## config.mk

```make
export PLATFORM = sky130hd
export DESIGN_NAME = terminal_key_escape_decoder_unit
export DESIGN_NICKNAME = d
export VERILOG_FILES = /design/src/rtl/core/tked_pkg.sv /design/src/rtl/core/tked_decode.sv /design/src/rtl/core/terminal_key_escape_decoder_unit.sv
export SDC_FILE = /design/constraint.sdc
export NUM_CORES = 1
export LEC_CHECK = 0
export ABC_AREA = 1
export BUFFER_PORTS_ARGS = -buffer_cell sky130_fd_sc_hd__clkbuf_2
export CORE_MARGIN = 2
export CORE_UTILIZATION = 39
export DETAILED_ROUTE_END_ITERATION = 10
export SETUP_SLACK_MARGIN = 0.1
export SYNTH_ARGS = -nofsm -noshare
export SYNTH_HDL_FRONTEND = slang
export SYNTH_SLANG_ARGS = --single-unit
```

## constraint.sdc

```tcl
create_clock -name aclk -period 6.4 [get_ports aclk]
set_clock_uncertainty 0.1 [all_clocks]
set_input_delay 0.96 -clock aclk [delete_from_list [all_inputs] [get_ports aclk]]
set_output_delay 0.96 -clock aclk [all_outputs]
set_load 0.005 [all_outputs]
```

## src/rtl/core/tked_pkg.sv

```systemverilog
package tked_pkg;

    localparam int PARAM_BUF_SIZE = 16;
    localparam int COUNT_W        = 5;

    // decode modes
    localparam logic [1:0] MODE_IDLE = 2'd0;
    localparam logic [1:0] MODE_ESC  = 2'd1;
    localparam logic [1:0] MODE_CSI  = 2'd2;
    localparam logic [1:0] MODE_SS3  = 2'd3;

    // action codes
    localparam logic [4:0] ACT_NONE      = 5'd0;
    localparam logic [4:0] ACT_UP        = 5'd1;
    localparam logic [4:0] ACT_DOWN      = 5'd2;
    localparam logic [4:0] ACT_TOP       = 5'd3;
    localparam logic [4:0] ACT_BOTTOM    = 5'd4;
    localparam logic [4:0] ACT_LINKPREV  = 5'd5;
    localparam logic [4:0] ACT_PGUP      = 5'd6;
    localparam logic [4:0] ACT_PGDN      = 5'd7;
    localparam logic [4:0] ACT_ESC       = 5'd8;
    localparam logic [4:0] ACT_LINKNEXT  = 5'd9;
    localparam logic [4:0] ACT_OPEN      = 5'd10;
    localparam logic [4:0] ACT_BKSP      = 5'd11;
    localparam logic [4:0] ACT_CHAR      = 5'd12;
    localparam logic [4:0] ACT_TAB1      = 5'd13;
    localparam logic [4:0] ACT_OMNIBOX   = 5'd22;
    localparam logic [4:0] ACT_NEWTAB    = 5'd23;
    localparam logic [4:0] ACT_CLOSETAB  = 5'd24;
    localparam logic [4:0] ACT_NEXTTAB   = 5'd25;
    localparam logic [4:0] ACT_PREVTAB   = 5'd26;
    localparam logic [4:0] ACT_RELOAD    = 5'd27;
    localparam logic [4:0] ACT_BMTOGGLE  = 5'd28;
    localparam logic [4:0] ACT_BOOKMARKS = 5'd29;
    localparam logic [4:0] ACT_HELP      = 5'd30;
    localparam logic [4:0] ACT_QUIT      = 5'd31;

    // byte codes
    localparam logic [7:0] KEY_ESC       = 8'h1B;
    localparam logic [7:0] KEY_TAB       = 8'h09;
    localparam logic [7:0] KEY_CR        = 8'h0D;
    localparam logic [7:0] KEY_LF        = 8'h0A;
    localparam logic [7:0] KEY_DEL       = 8'h7F;
    localparam logic [7:0] KEY_BS        = 8'h08;
    localparam logic [7:0] KEY_SPACE     = 8'h20;
    localparam logic [7:0] KEY_FINAL_LO  = 8'h40;
    localparam logic [7:0] KEY_FINAL_HI  = 8'h7E;
    localparam logic [7:0] KEY_LBRACKET  = 8'h5B;
    localparam logic [7:0] KEY_CAP_O     = 8'h4F;
    localparam logic [7:0] KEY_TILDE     = 8'h7E;
    localparam logic [7:0] KEY_DIGIT_1   = 8'h31;
    localparam logic [7:0] KEY_DIGIT_9   = 8'h39;

    typedef struct packed {
        logic [1:0]         mode;
        logic [COUNT_W-1:0] count;
        logic [7:0]         first_param;
    } dec_state_t;

    typedef struct packed {
        logic       emit;
        logic [4:0] action;
        logic [7:0] char_value;
    } dec_result_t;

endpackage

```

## src/rtl/core/tked_decode.sv

```systemverilog
module tked_decode
    import tked_pkg::*;
(
    input  logic [7:0]  key_byte,
    input  logic        literal_mode,
    input  dec_state_t  state_cur,
    output dec_state_t  state_next,
    output dec_result_t result
);

    function automatic logic [4:0] letter_action(input logic [7:0] c);
        logic [4:0] a;
        begin
            unique case (c)
                8'h6A:   a = ACT_DOWN;      // j
                8'h6B:   a = ACT_UP;        // k
                8'h64:   a = ACT_PGDN;      // d
                8'h75:   a = ACT_PGUP;      // u
                8'h67:   a = ACT_TOP;       // g
                8'h47:   a = ACT_BOTTOM;    // G
                8'h6F:   a = ACT_OMNIBOX;   // o
                8'h74:   a = ACT_NEWTAB;    // t
                8'h77:   a = ACT_CLOSETAB;  // w
                8'h5D:   a = ACT_NEXTTAB;   // ]
                8'h5B:   a = ACT_PREVTAB;   // [
                8'h72:   a = ACT_RELOAD;    // r
                8'h62:   a = ACT_BMTOGGLE;  // b
                8'h42:   a = ACT_BOOKMARKS; // B
                8'h3F:   a = ACT_HELP;      // ?
                8'h71:   a = ACT_QUIT;      // q
                default: a = ACT_NONE;
            endcase
            return a;
        end
    endfunction

    function automatic logic [4:0] csi_action(input logic [7:0] fin,
                                              input logic [COUNT_W-1:0] cnt,
                                              input logic [7:0] par);
        logic [4:0] a;
        begin
            a = ACT_NONE;
            if (cnt == '0) begin
                unique case (fin)
                    8'h41:   a = ACT_UP;       // A
                    8'h42:   a = ACT_DOWN;     // B
                    8'h48:   a = ACT_TOP;      // H
                    8'h46:   a = ACT_BOTTOM;   // F
                    8'h5A:   a = ACT_LINKPREV; // Z
                    default: a = ACT_NONE;
                endcase
            end else if (fin == KEY_TILDE && cnt == COUNT_W'(1)) begin
                unique case (par)
                    8'h35:   a = ACT_PGUP;   // 5
                    8'h36:   a = ACT_PGDN;   // 6
                    8'h31:   a = ACT_TOP;    // 1
                    8'h34:   a = ACT_BOTTOM; // 4
                    default: a = ACT_NONE;
                endcase
            end
            return a;
        end
    endfunction

    logic [4:0] letter_act;
    logic       is_final;

    assign letter_act = letter_action(key_byte);
    assign is_final   = (key_byte >= KEY_FINAL_LO) && (key_byte <= KEY_FINAL_HI);

    always_comb begin
        state_next = state_cur;
        result     = '0;
        unique case (state_cur.mode)
            MODE_ESC: begin
                priority if (key_byte == KEY_LBRACKET) begin
                    state_next.mode  = MODE_CSI;
                    state_next.count = '0;
                end else if (key_byte == KEY_CAP_O) begin
                    state_next.mode = MODE_SS3;
                end else begin
                    state_next.mode = MODE_IDLE;
                    result.emit     = 1'b1;
                    result.action   = ACT_ESC;
                end
            end
            MODE_SS3: begin
                state_next.mode = MODE_IDLE;
                result.emit     = 1'b1;
                priority if (key_byte == 8'h48) begin
                    result.action = ACT_TOP;
                end else if (key_byte == 8'h46) begin
                    result.action = ACT_BOTTOM;
                end else begin
                    result.action = ACT_NONE;
                end
            end
            MODE_CSI: begin
                priority if (is_final) begin
                    state_next.mode = MODE_IDLE;
                    result.emit     = 1'b1;
                    result.action   = csi_action(key_byte, state_cur.count,
                                                 state_cur.first_param);
                end else if (state_cur.count < COUNT_W'(PARAM_BUF_SIZE)) begin
                    if (state_cur.count == '0) begin
                        state_next.first_param = key_byte;
                    end
                    state_next.count = state_cur.count + COUNT_W'(1);
                end else begin
                    // buffer full: drop the sequence silently
                    state_next.mode = MODE_IDLE;
                end
            end
            default: begin
                result.emit = 1'b1;
                priority if (key_byte == KEY_ESC) begin
                    state_next.mode = MODE_ESC;
                    result.emit     = 1'b0;
                end else if (key_byte == KEY_TAB) begin
                    result.action = ACT_LINKNEXT;
                end else if (key_byte == KEY_CR || key_byte == KEY_LF) begin
                    result.action = ACT_OPEN;
                end else if (key_byte == KEY_DEL || key_byte == KEY_BS) begin
                    result.action = ACT_BKSP;
                end else if (literal_mode && key_byte >= KEY_SPACE) begin
                    result.action     = ACT_CHAR;
                    result.char_value = key_byte;
                end else if (key_byte >= KEY_DIGIT_1 && key_byte <= KEY_DIGIT_9) begin
                    result.action = ACT_TAB1 + 5'(key_byte - KEY_DIGIT_1);
                end else if (letter_act != ACT_NONE) begin
                    result.action = letter_act;
                end else if (key_byte >= KEY_SPACE) begin
                    result.action     = ACT_CHAR;
                    result.char_value = key_byte;
                end else begin
                    result.action = ACT_NONE;
                end
            end
        endcase
    end

endmodule

```

## src/rtl/core/terminal_key_escape_decoder_unit.sv

```systemverilog
// Pipeline: a word accepted on s_ waits in the input register, then is decoded
//   into the result register, from which it shows on m_.
// Throughput: one word per cycle unless a full result register waits on m_ready;
//   the mode register is read and written as each word decodes, so consecutive bytes never wait on each other.
// Reset: aresetn is synchronous, active low; it clears the mode, the CSI
//   parameter count, literal_mode and both valid flags.
module terminal_key_escape_decoder_unit
    import tked_pkg::*;
(
    input  logic       aclk,
    input  logic       aresetn,

    input  logic       s_valid,
    output logic       s_ready,
    input  logic [7:0] s_key_byte,

    output logic       m_valid,
    input  logic       m_ready,
    output logic [4:0] m_action,
    output logic [7:0] m_char_value,

    input  logic       cfg_valid,
    output logic       cfg_ready,
    input  logic       cfg_literal_mode
);

    // input stage
    logic        in_valid_reg;
    logic [7:0]  in_byte_reg;

    // decoder state
    dec_state_t  state_reg;
    dec_state_t  state_next;
    dec_result_t dec_res;

    // configuration
    logic        literal_mode_reg;

    // result stage
    logic        out_valid_reg;
    logic        out_valid_next;
    logic [4:0]  out_action_reg;
    logic [7:0]  out_char_reg;

    logic        advance;

    tked_decode u_decode (
        .key_byte     (in_byte_reg),
        .literal_mode (literal_mode_reg),
        .state_cur    (state_reg),
        .state_next   (state_next),
        .result       (dec_res)
    );

    // Advance the held word when its result has room: either it yields no
    // result, or the result register is empty or draining this cycle.
    assign advance = in_valid_reg &&
                     (!dec_res.emit || !out_valid_reg || m_ready);

    // Take a new word whenever the input register is free or moving on.
    assign s_ready   = !in_valid_reg || advance;
    assign cfg_ready = 1'b1;

    always_comb begin
        out_valid_next = out_valid_reg;
        if (advance && dec_res.emit) begin
            out_valid_next = 1'b1;
        end else if (m_ready) begin
            out_valid_next = 1'b0;
        end
    end

    // control state; the first CSI parameter is not reset, it is always
    // written before it is read
    always_ff @(posedge aclk) begin
        if (!aresetn) begin
            in_valid_reg     <= 1'b0;
            out_valid_reg    <= 1'b0;
            literal_mode_reg <= 1'b0;
            state_reg.mode   <= MODE_IDLE;
            state_reg.count  <= '0;
        end else begin
            out_valid_reg <= out_valid_next;
            if (s_ready) begin
                in_valid_reg <= s_valid;
            end
            if (advance) begin
                state_reg <= state_next;
            end
            if (cfg_valid) begin
                literal_mode_reg <= cfg_literal_mode;
            end
        end
    end

    // payload: hold until the next word or result replaces it
    always_ff @(posedge aclk) begin
        if (s_valid && s_ready) begin
            in_byte_reg <= s_key_byte;
        end
        if (advance && dec_res.emit) begin
            out_action_reg <= dec_res.action;
            out_char_reg   <= dec_res.char_value;
        end
    end

    assign m_valid      = out_valid_reg;
    assign m_action     = out_action_reg;
    assign m_char_value = out_char_reg;

endmodule

```

### After elaboration in Yosys (flattened, before gate mapping)

Cells that the tools add are included.
W data, S select, Z words.

* add/subtract/negate cells: 3
* $mul: 0
* divide/modulo/power cells: 0
* magnitude comparators: 6
* eq/ne operators: 40
* shift operators: 0
* mux-type cells: 39
* bitwise logic cells: 1
* reductions and logical operators: 24

Operators with widths (number)
* $eq A8 B7 Y1 const B: 22
* $pmux W5 S16: 1
* $mux W8: 7
* $mux W13: 4
* $mux W5: 9
* $eq A8 B6 Y1 const B: 5
* $eq A8 B4 Y1 const B: 4
* $mux W6: 3
* $pmux W6 S3: 1
* $ge A8 B6 Y1 const B: 2
* $pmux W3 S5: 1
* $pmux W3 S4: 1
* $mux W2: 5
* $pmux W5 S2: 1
* $eq A8 B5 Y1 const B: 1
* $ge A8 B7 Y1 const B: 1
* $le A8 B6 Y1 const B: 1
* $le A8 B7 Y1 const B: 1
* $logic_and A1 B1 Y1: 7
* $reduce_or A7 Y1: 1
* $pmux W2 S3: 1
* $reduce_and A6 Y1: 1
* $add A4 B5 Y5 const A: 1
* $add A5 B1 Y5 const B: 1
* 20 further kinds: 31

* bits in registers: 39
* latch bits: 0
* memory bits (writable): 0
* ROM bits: 0
* bits of input ports: 14
* memories: 0

### Longest topological paths before layout

* word-level depth: 17
* gate-level depth with buffers: 14
* mapped depth without buffers: 14

### By module

Synthesis repeated with hierarchy kept, for this count alone.

* cell total of the unflattened synthesis: 397
* area, all modules: 2866.5 µm²

Modules (own cells, without submodules)
* tked_decode: times used 1, cells each 298, area an instance 1495.2 µm², sequential area each 0.0 µm²
* terminal_key_escape_decoder_unit: times used 1, cells each 99, area an instance 1371.3 µm², sequential area each 1071.0 µm²

### Worst setup path before layout

OpenSTA, ideal clock, no wires.

* kind: register to register
* start point: register in_byte_reg[2]
* end point: register state_reg[0] in the netlist's numbering, enable pin
* setup time: 0.380 ns
* data arrival time: 2.044 ns
* setup slack: 3.877 ns
* stages on the path, launching flop included: 12
* period minus slack after synthesis: 2.523 ns
* cells stage by stage: edfxtp_1 > inv_1 > ha_1 > inv_1 > nor2_1 > nand3_1 > nor2_2 > a21oi_4 > nand3_4 > buf_8 > nand2_1 > nor4_2

* longest elaborated chain between the ends: 9
* elaborated cells on any way between the ends: 17
* those cells by class: order compare: 2; eq/ne: 3; mux: 5; bitwise: 1; reduce/logical: 6

Ends and longest elaborated chain
* start: declaration: line terminal_key_escape_decoder_unit.sv:29 `logic [7:0] in_byte_reg;`
* start signal: assignment: line terminal_key_escape_decoder_unit.sv:99 `in_byte_reg <= s_key_byte;`
* $ge A8 B7 Y1 (tied with other cells): line tked_decode.sv:69 `assign is_final = (key_byte >= KEY_FINAL_LO) && (key_byte <= KEY_FINAL_HI);`
* $logic_and A1 B1 Y1 / $mux W6 (equally long branches): line tked_decode.sv:69, tked_decode.sv:79
* $mux W6 (on tied branches): line tked_decode.sv:99, tked_decode.sv:76
* $pmux W6 S3: line tked_decode.sv:74 `unique case (state_cur.mode)`
* $logic_not A1 Y1: line terminal_key_escape_decoder_unit.sv:58 `(!dec_res.emit || !out_valid_reg || m_ready);`
* $logic_or A1 B1 Y1 (2 in series): line terminal_key_escape_decoder_unit.sv:58
* $logic_and A1 B1 Y1: line terminal_key_escape_decoder_unit.sv:57 `assign advance = in_valid_reg &&`
* $reduce_and A6 Y1 (no source line) *
* end signal: assignment: line terminal_key_escape_decoder_unit.sv:88 `state_reg <= state_next;`
* end: declaration: line terminal_key_escape_decoder_unit.sv:32 `dec_state_t state_reg;`

Every way passes the cells marked *; elsewhere a longest branch is shown, timed or not.
A chain may end at the register's enable or synchronous reset.

### Final worst setup path

* start point: register in_byte_reg[2]
* end point: output s_ready

* longest elaborated chain between the ends: 9
* elaborated cells on any way between the ends: 16
* those cells by class: order compare: 2; eq/ne: 3; mux: 5; reduce/logical: 6

Ends and longest elaborated chain
* $ge A8 B7 Y1 (tied with other cells): line tked_decode.sv:69
* $logic_and A1 B1 Y1 / $mux W6 (equally long branches): line tked_decode.sv:69, tked_decode.sv:79
* $mux W6 (on tied branches): line tked_decode.sv:99, tked_decode.sv:76
* $pmux W6 S3 *: line tked_decode.sv:74
* $logic_not A1 Y1 *: line terminal_key_escape_decoder_unit.sv:58
* $logic_or A1 B1 Y1 * (2 in series): line terminal_key_escape_decoder_unit.sv:58
* $logic_and A1 B1 Y1 *: line terminal_key_escape_decoder_unit.sv:57
* $logic_or A1 B1 Y1 *: line terminal_key_escape_decoder_unit.sv:61 `assign s_ready = !in_valid_reg || advance;`
* end: declaration: line terminal_key_escape_decoder_unit.sv:14 `output logic s_ready,`

Marks and branches as above.

==> impl_table.tex <==
\begin{tabular}{lr}
\hline
Metric & Value \\
\hline
\multicolumn{2}{l}{\textbf{Run status}} \\
\quad Result of the run & complete, but fails checks \\
\quad Failing checks & design-rule violations \\
\multicolumn{2}{l}{\textbf{Place}} \\
\quad Routability congestion estimate & roughly 1.0 \\
\quad Number of input and output port buffers inserted & 28 \\
\quad Post-detail-place hpwl & 5300 microns \\
\multicolumn{2}{l}{\textbf{Floorplan}} \\
\quad Die Span Y & 85.8 microns \\
\quad Die Footprint & 7360 sq um \\
\quad \# rows & 29 \\
\quad Core outline area & 6420 sq um \\
\quad Number of top-level design ports & 30 \\
\quad Overall die width & around 86 microns \\
\quad Initial cell density of the core & 40.6\% \\
\multicolumn{2}{l}{\textbf{Synth}} \\
\quad Cell area after synthesis & 2610 sq um \\
\quad Leading post-synthesis cells by cell area & sky130\_fd\_sc\_hd\_\_edfxtp\_1, sky130\_fd\_sc\_hd\_\_nand2\_1, sky130\_fd\_sc\_hd\_\_nor2\_1 \\
\quad Fraction of the yosys area taken by sequential cells & 41.1\% \\
\quad XOR/XNOR Fraction of Synth Area & less than 1\% \\
\quad Number of flip-flops and latches in the synthesized netlist & 39 \\
\quad Post-synth top area share & 33.4\% \\
\quad Total nets after synthesis & 372 \\
\quad Post-Synthesis Cells & 350 \\
\quad Distinct cell type count after synthesis & 32 \\
\quad Syn. warnings & 0 \\
\quad Mux contribution to synthesized area & 0\% \\
\quad Main combinational cell family by area after synthesis & simple AND/OR/NAND/NOR gates \\
\quad Simple logic cell fraction of the synthesized area & 39.1\% \\
\quad Ys async rst share & 0\% \\
\quad Number of enable-type register cells in the synthesized netlist & 29 \\
\quad Average cell area after synthesis & 7.45 sq um \\
\quad Main synth FF type & sky130\_fd\_sc\_hd\_\_edfxtp\_1 \\
\quad Compound-cell area share of the yosys netlist & $\sim$7.3\% \\
\quad Fraction of the mapped netlist area in adder cells & 3.84\% \\
\quad Yosys top cell by area & sky130\_fd\_sc\_hd\_\_edfxtp\_1 \\
\multicolumn{2}{l}{\textbf{Clocking}} \\
\quad Root buf cell & sky130\_fd\_sc\_hd\_\_clkbuf\_8 \\
\quad Number of gates given a new drive strength after cts & 0 \\
\quad CTS tree & yes \\
\quad Num CTS Buffers & 5 \\
\quad Number of H-tree branching levels & 2 \\
\quad Clock insertion delay at the later pin of the skew report & 0.30 ns \\
\quad Clk pin slew, worst setup/hold paths & around 0.09 ns \\
\quad Post-CTS Setup Bufs & 0 \\
\quad Number of hold buffers added after cts & 0 \\
\quad Largest buffer count on any clock path & 2 \\
\quad Number of sinks driven by the clock tree & 39 \\
\multicolumn{2}{l}{\textbf{Finish}} \\
\quad Share of final-layout standard cells stronger than drive strength 1 & around 17\% \\
\quad Number of flip-flops under the largest register name & 15 \\
\quad Post-layout net count & between 400 and 500 \\
\quad Number of fill cells in the layout & 663 \\
\quad Diodes inserted & 0 \\
\quad Utilization after layout & 45.6\% \\
\quad Synthesis-to-layout area growth & 12.2\% \\
\multicolumn{2}{l}{\textbf{Pwr}} \\
\quad Net Sw Frac & about a quarter \\
\quad Leakage dissipation & approximately 1.3 nW \\
\quad Switching power & 0.142 mW \\
\quad Fraction of power consumed by sequential logic & a little over half \\
\quad Clock share of power & 37.7\% \\
\quad Power share of the combinational group & 10.3\% \\
\quad Peak supply drop & 87.4 uV \\
\quad Pwr/cell area & 191 nW/um\^{}2 \\
\quad Internal cell power & roughly 0.42 mW \\
\multicolumn{2}{l}{\textbf{Timing}} \\
\quad Worst slew margin & 39.4\% \\
\quad Period utilisation layout & just under 50\% \\
\quad Hold\_ws & 0.408 ns \\
\quad Setup repair after global routing missed its margin & false \\
\quad Setup\_tns & 0 ns \\
\quad Shortest clock period the worst path allows after layout & $\sim$3.1 ns \\
\quad Slew at the pin closest to its max-slew limit & 0.901 ns \\
\quad Final hold violation count & 0 \\
\quad Fmax & $\sim$320 MHz \\
\quad Endpoints failing setup & 0 \\
\quad Max-slew violation count & 0 \\
\multicolumn{2}{l}{\textbf{Setup path}} \\
\quad R2r setup slk & 3.50 ns \\
\quad Path depth of the worst reg2reg path & 10 \\
\quad Critical path peak fanout & 5 \\
\quad Ordered cell list for the critical path & inv\_1 -> ha\_1 -> inv\_1 -> nor2\_1 -> nand3\_1 -> nor2\_2 -> a21oi\_4 -> nand4\_1 -> clkbuf\_2 \\
\quad Crit-path most repeated cell & sky130\_fd\_sc\_hd\_\_inv\_1 \\
\quad Worst endpoint required time & 5.34 ns \\
\quad Crit path kind & register to output pin \\
\quad Critical Path Slowest Stage Cell & sky130\_fd\_sc\_hd\_\_edfxtp\_1 \\
\quad Crit. End Element & output pin \\
\quad Slowest Stage Delay on Critical Path & approximately 0.46 ns \\
\quad Data arrival time of the worst path & between 2 and 2.5 ns \\
\quad Reg-to-reg critical path endpoint & state\_reg[0] \\
\quad Reg-to-reg startpoint & in\_byte\_reg[2] \\
\quad Crit path launch type & register \\
\multicolumn{2}{l}{\textbf{Detailed routing}} \\
\quad Vias per std cell & 5.12 \\
\quad Post-route antenna net violation count & 0 \\
\quad Detailed Route WL & 6600 microns \\
\quad Number of DRC markers after the initial detailed-route iteration & approximately 140 \\
\quad Iteration count of the initial detailed-routing pass & 9 \\
\quad Vias & 2350 \\
\quad Per-cell routed wire length & 14.4 microns \\
\quad DRC violation count after routing & 4 \\
\multicolumn{2}{l}{\textbf{Min path}} \\
\quad Worst hold path depth & 2 \\
\quad Worst hold endpoint & state\_reg[9] \\
\quad Classification of the worst-slack hold path & register to register \\
\quad Startpoint of the lowest-slack hold path & state\_reg[9] \\
\multicolumn{2}{l}{\textbf{Global route}} \\
\quad Largest net degree at the start of global routing & 15 \\
\quad Grt ovf & 0 \\
\quad Initial antenna violation count & 0 \\
\quad Global-route wire length before repair & $\sim$11000 microns \\
\quad Total global-route track usage & 19.0\% \\
\quad Via count of the first global-routing pass & 2208 \\
\multicolumn{2}{l}{\textbf{Job}} \\
\quad Count of maximum capacitance violations & 0 \\
\hline
\end{tabular}
==> worst max path at each step <==
stage / slack [ns] / startpoint / end
floorplan: 3.88 / in_byte_reg[2] / state_reg[0]
CTS: 3.28 / in_byte_reg[2] / s_ready
global route: 3.11 / in_byte_reg[2] / s_ready
global placement: 3.57 / in_byte_reg[2] / state_reg[3]
detailed placement: 3.52 / in_byte_reg[2] / state_reg[7]
finish: 3.28 / in_byte_reg[2] / s_ready
==> kinds of logic (layout without fill, tap and decap cells) <==
family                     count (synthesis)  after routing
AOI/OAI and AO/OA                         30             30
and+or+nand+nor                          220            220
buffers and inverters                     50             82
adders and majority gates                  8              8
xor gates and xnor gates                   2              2
DFF                                       39             39
other                                      1              1
==> stage by stage <==
stage          power [mW]  instances  worst slack (ns)  instance area (sq um)
4_1_cts             0.565        459              3.28                   2930
5_1_grt             0.586        459              3.11                   2930
2_1_floorplan       0.333        350              3.88                   2610
6_report            0.560        459              3.28                   2930
3_3_place_gp        0.355        451              3.57                   2810
3_5_place_dp        0.354        451              3.52                   2810
==> worst max-delay path, delay by kind of cell (launching register included) <==
kind	cells	cell delay [ns]
AND/OR/NAND/NOR	4	0.60
AO/OA/AOI/OAI	1	0.06
buffers and inverters	3	0.38
flip-flops	1	0.46
adder cells (fa/ha/maj)	1	0.26
==> final cells by class <==
| type | instances | area, sq um | area share (%) |
|---|---|---|---|
| Inverter | 46 | 173 | 5.90 |
| Multi-Input combinational cell | 261 | 1330 | 45.5 |
| Sequential cell | 39 | 1070 | 36.6 |
| Clock inverter | 3 | 46.3 | 1.58 |
| Clock buffer | 5 | 68.8 | 2.35 |
| Tap cell | 77 | 96.3 | 3.29 |
| Timing Repair Buffer | 28 | 140 | 4.79 |
==> power groups by stage <==
stage | Sequential, mW | Clock [mW] | Combinational (mW)
2_1_floorplan | 0.294 | 0 | 0.0391
3_3_place_gp | 0.297 | 0 | 0.0584
3_5_place_dp | 0.297 | 0 | 0.0571
4_1_cts | 0.291 | 0.217 | 0.0575
5_1_grt | 0.293 | 0.229 | 0.0647
6_report | 0.291 | 0.211 | 0.0577
==> placed cells by master, fill, tap and decap left out, types with 2 or more instances in the layout <==
master                     netlist  layout
sky130_fd_sc_hd__nand2_1        91      91
sky130_fd_sc_hd__nor2_1         65      65
sky130_fd_sc_hd__inv_1          43      43
sky130_fd_sc_hd__edfxtp_1       29      29
sky130_fd_sc_hd__clkbuf_2        0      28
sky130_fd_sc_hd__nand3_1        24      24
sky130_fd_sc_hd__a21oi_1        15      15
sky130_fd_sc_hd__nand4_1        10      10
sky130_fd_sc_hd__dfxtp_1        10      10
sky130_fd_sc_hd__ha_1            8       8
sky130_fd_sc_hd__o21ai_0         7       7
sky130_fd_sc_hd__nand2_2         6       6
sky130_fd_sc_hd__nor3_1          6       6
sky130_fd_sc_hd__nor2_2          5       5
sky130_fd_sc_hd__clkbuf_8        0       5
sky130_fd_sc_hd__nand3_2         4       4
sky130_fd_sc_hd__o211ai_1        4       4
sky130_fd_sc_hd__inv_2           3       3
sky130_fd_sc_hd__nor2_4          3       3
sky130_fd_sc_hd__nand2_4         2       2
==> cell usage after synthesis, types with 2 or more instances <==
cell / n
sky130_fd_sc_hd__nand2_1: 91
sky130_fd_sc_hd__ha_1: 8
sky130_fd_sc_hd__a21oi_1: 15
sky130_fd_sc_hd__inv_1: 43
sky130_fd_sc_hd__dfxtp_1: 10
sky130_fd_sc_hd__nand3_2: 4
sky130_fd_sc_hd__o211ai_1: 4
sky130_fd_sc_hd__inv_2: 3
sky130_fd_sc_hd__nor2_1: 65
sky130_fd_sc_hd__buf_2: 2
sky130_fd_sc_hd__nor2_4: 3
sky130_fd_sc_hd__nand2_2: 6
sky130_fd_sc_hd__nor3_1: 6
sky130_fd_sc_hd__nand4_1: 10
sky130_fd_sc_hd__nand2_4: 2
sky130_fd_sc_hd__edfxtp_1: 29
sky130_fd_sc_hd__nand3_1: 24
sky130_fd_sc_hd__o21ai_0: 7
sky130_fd_sc_hd__nor2_2: 5
==> metal layers <==
metal	wire length [microns]	up-vias	global-route usage, %	part of all wire [%]
met5	0	-	0	0
li1	-	1196	-	-
met4	104	0	6.49	1.6
met2	2970	48	30.2	45
met1	3270	1098	26.7	50
met3	257	8	2.69	3.9
(Power assumes the default switching activity.)
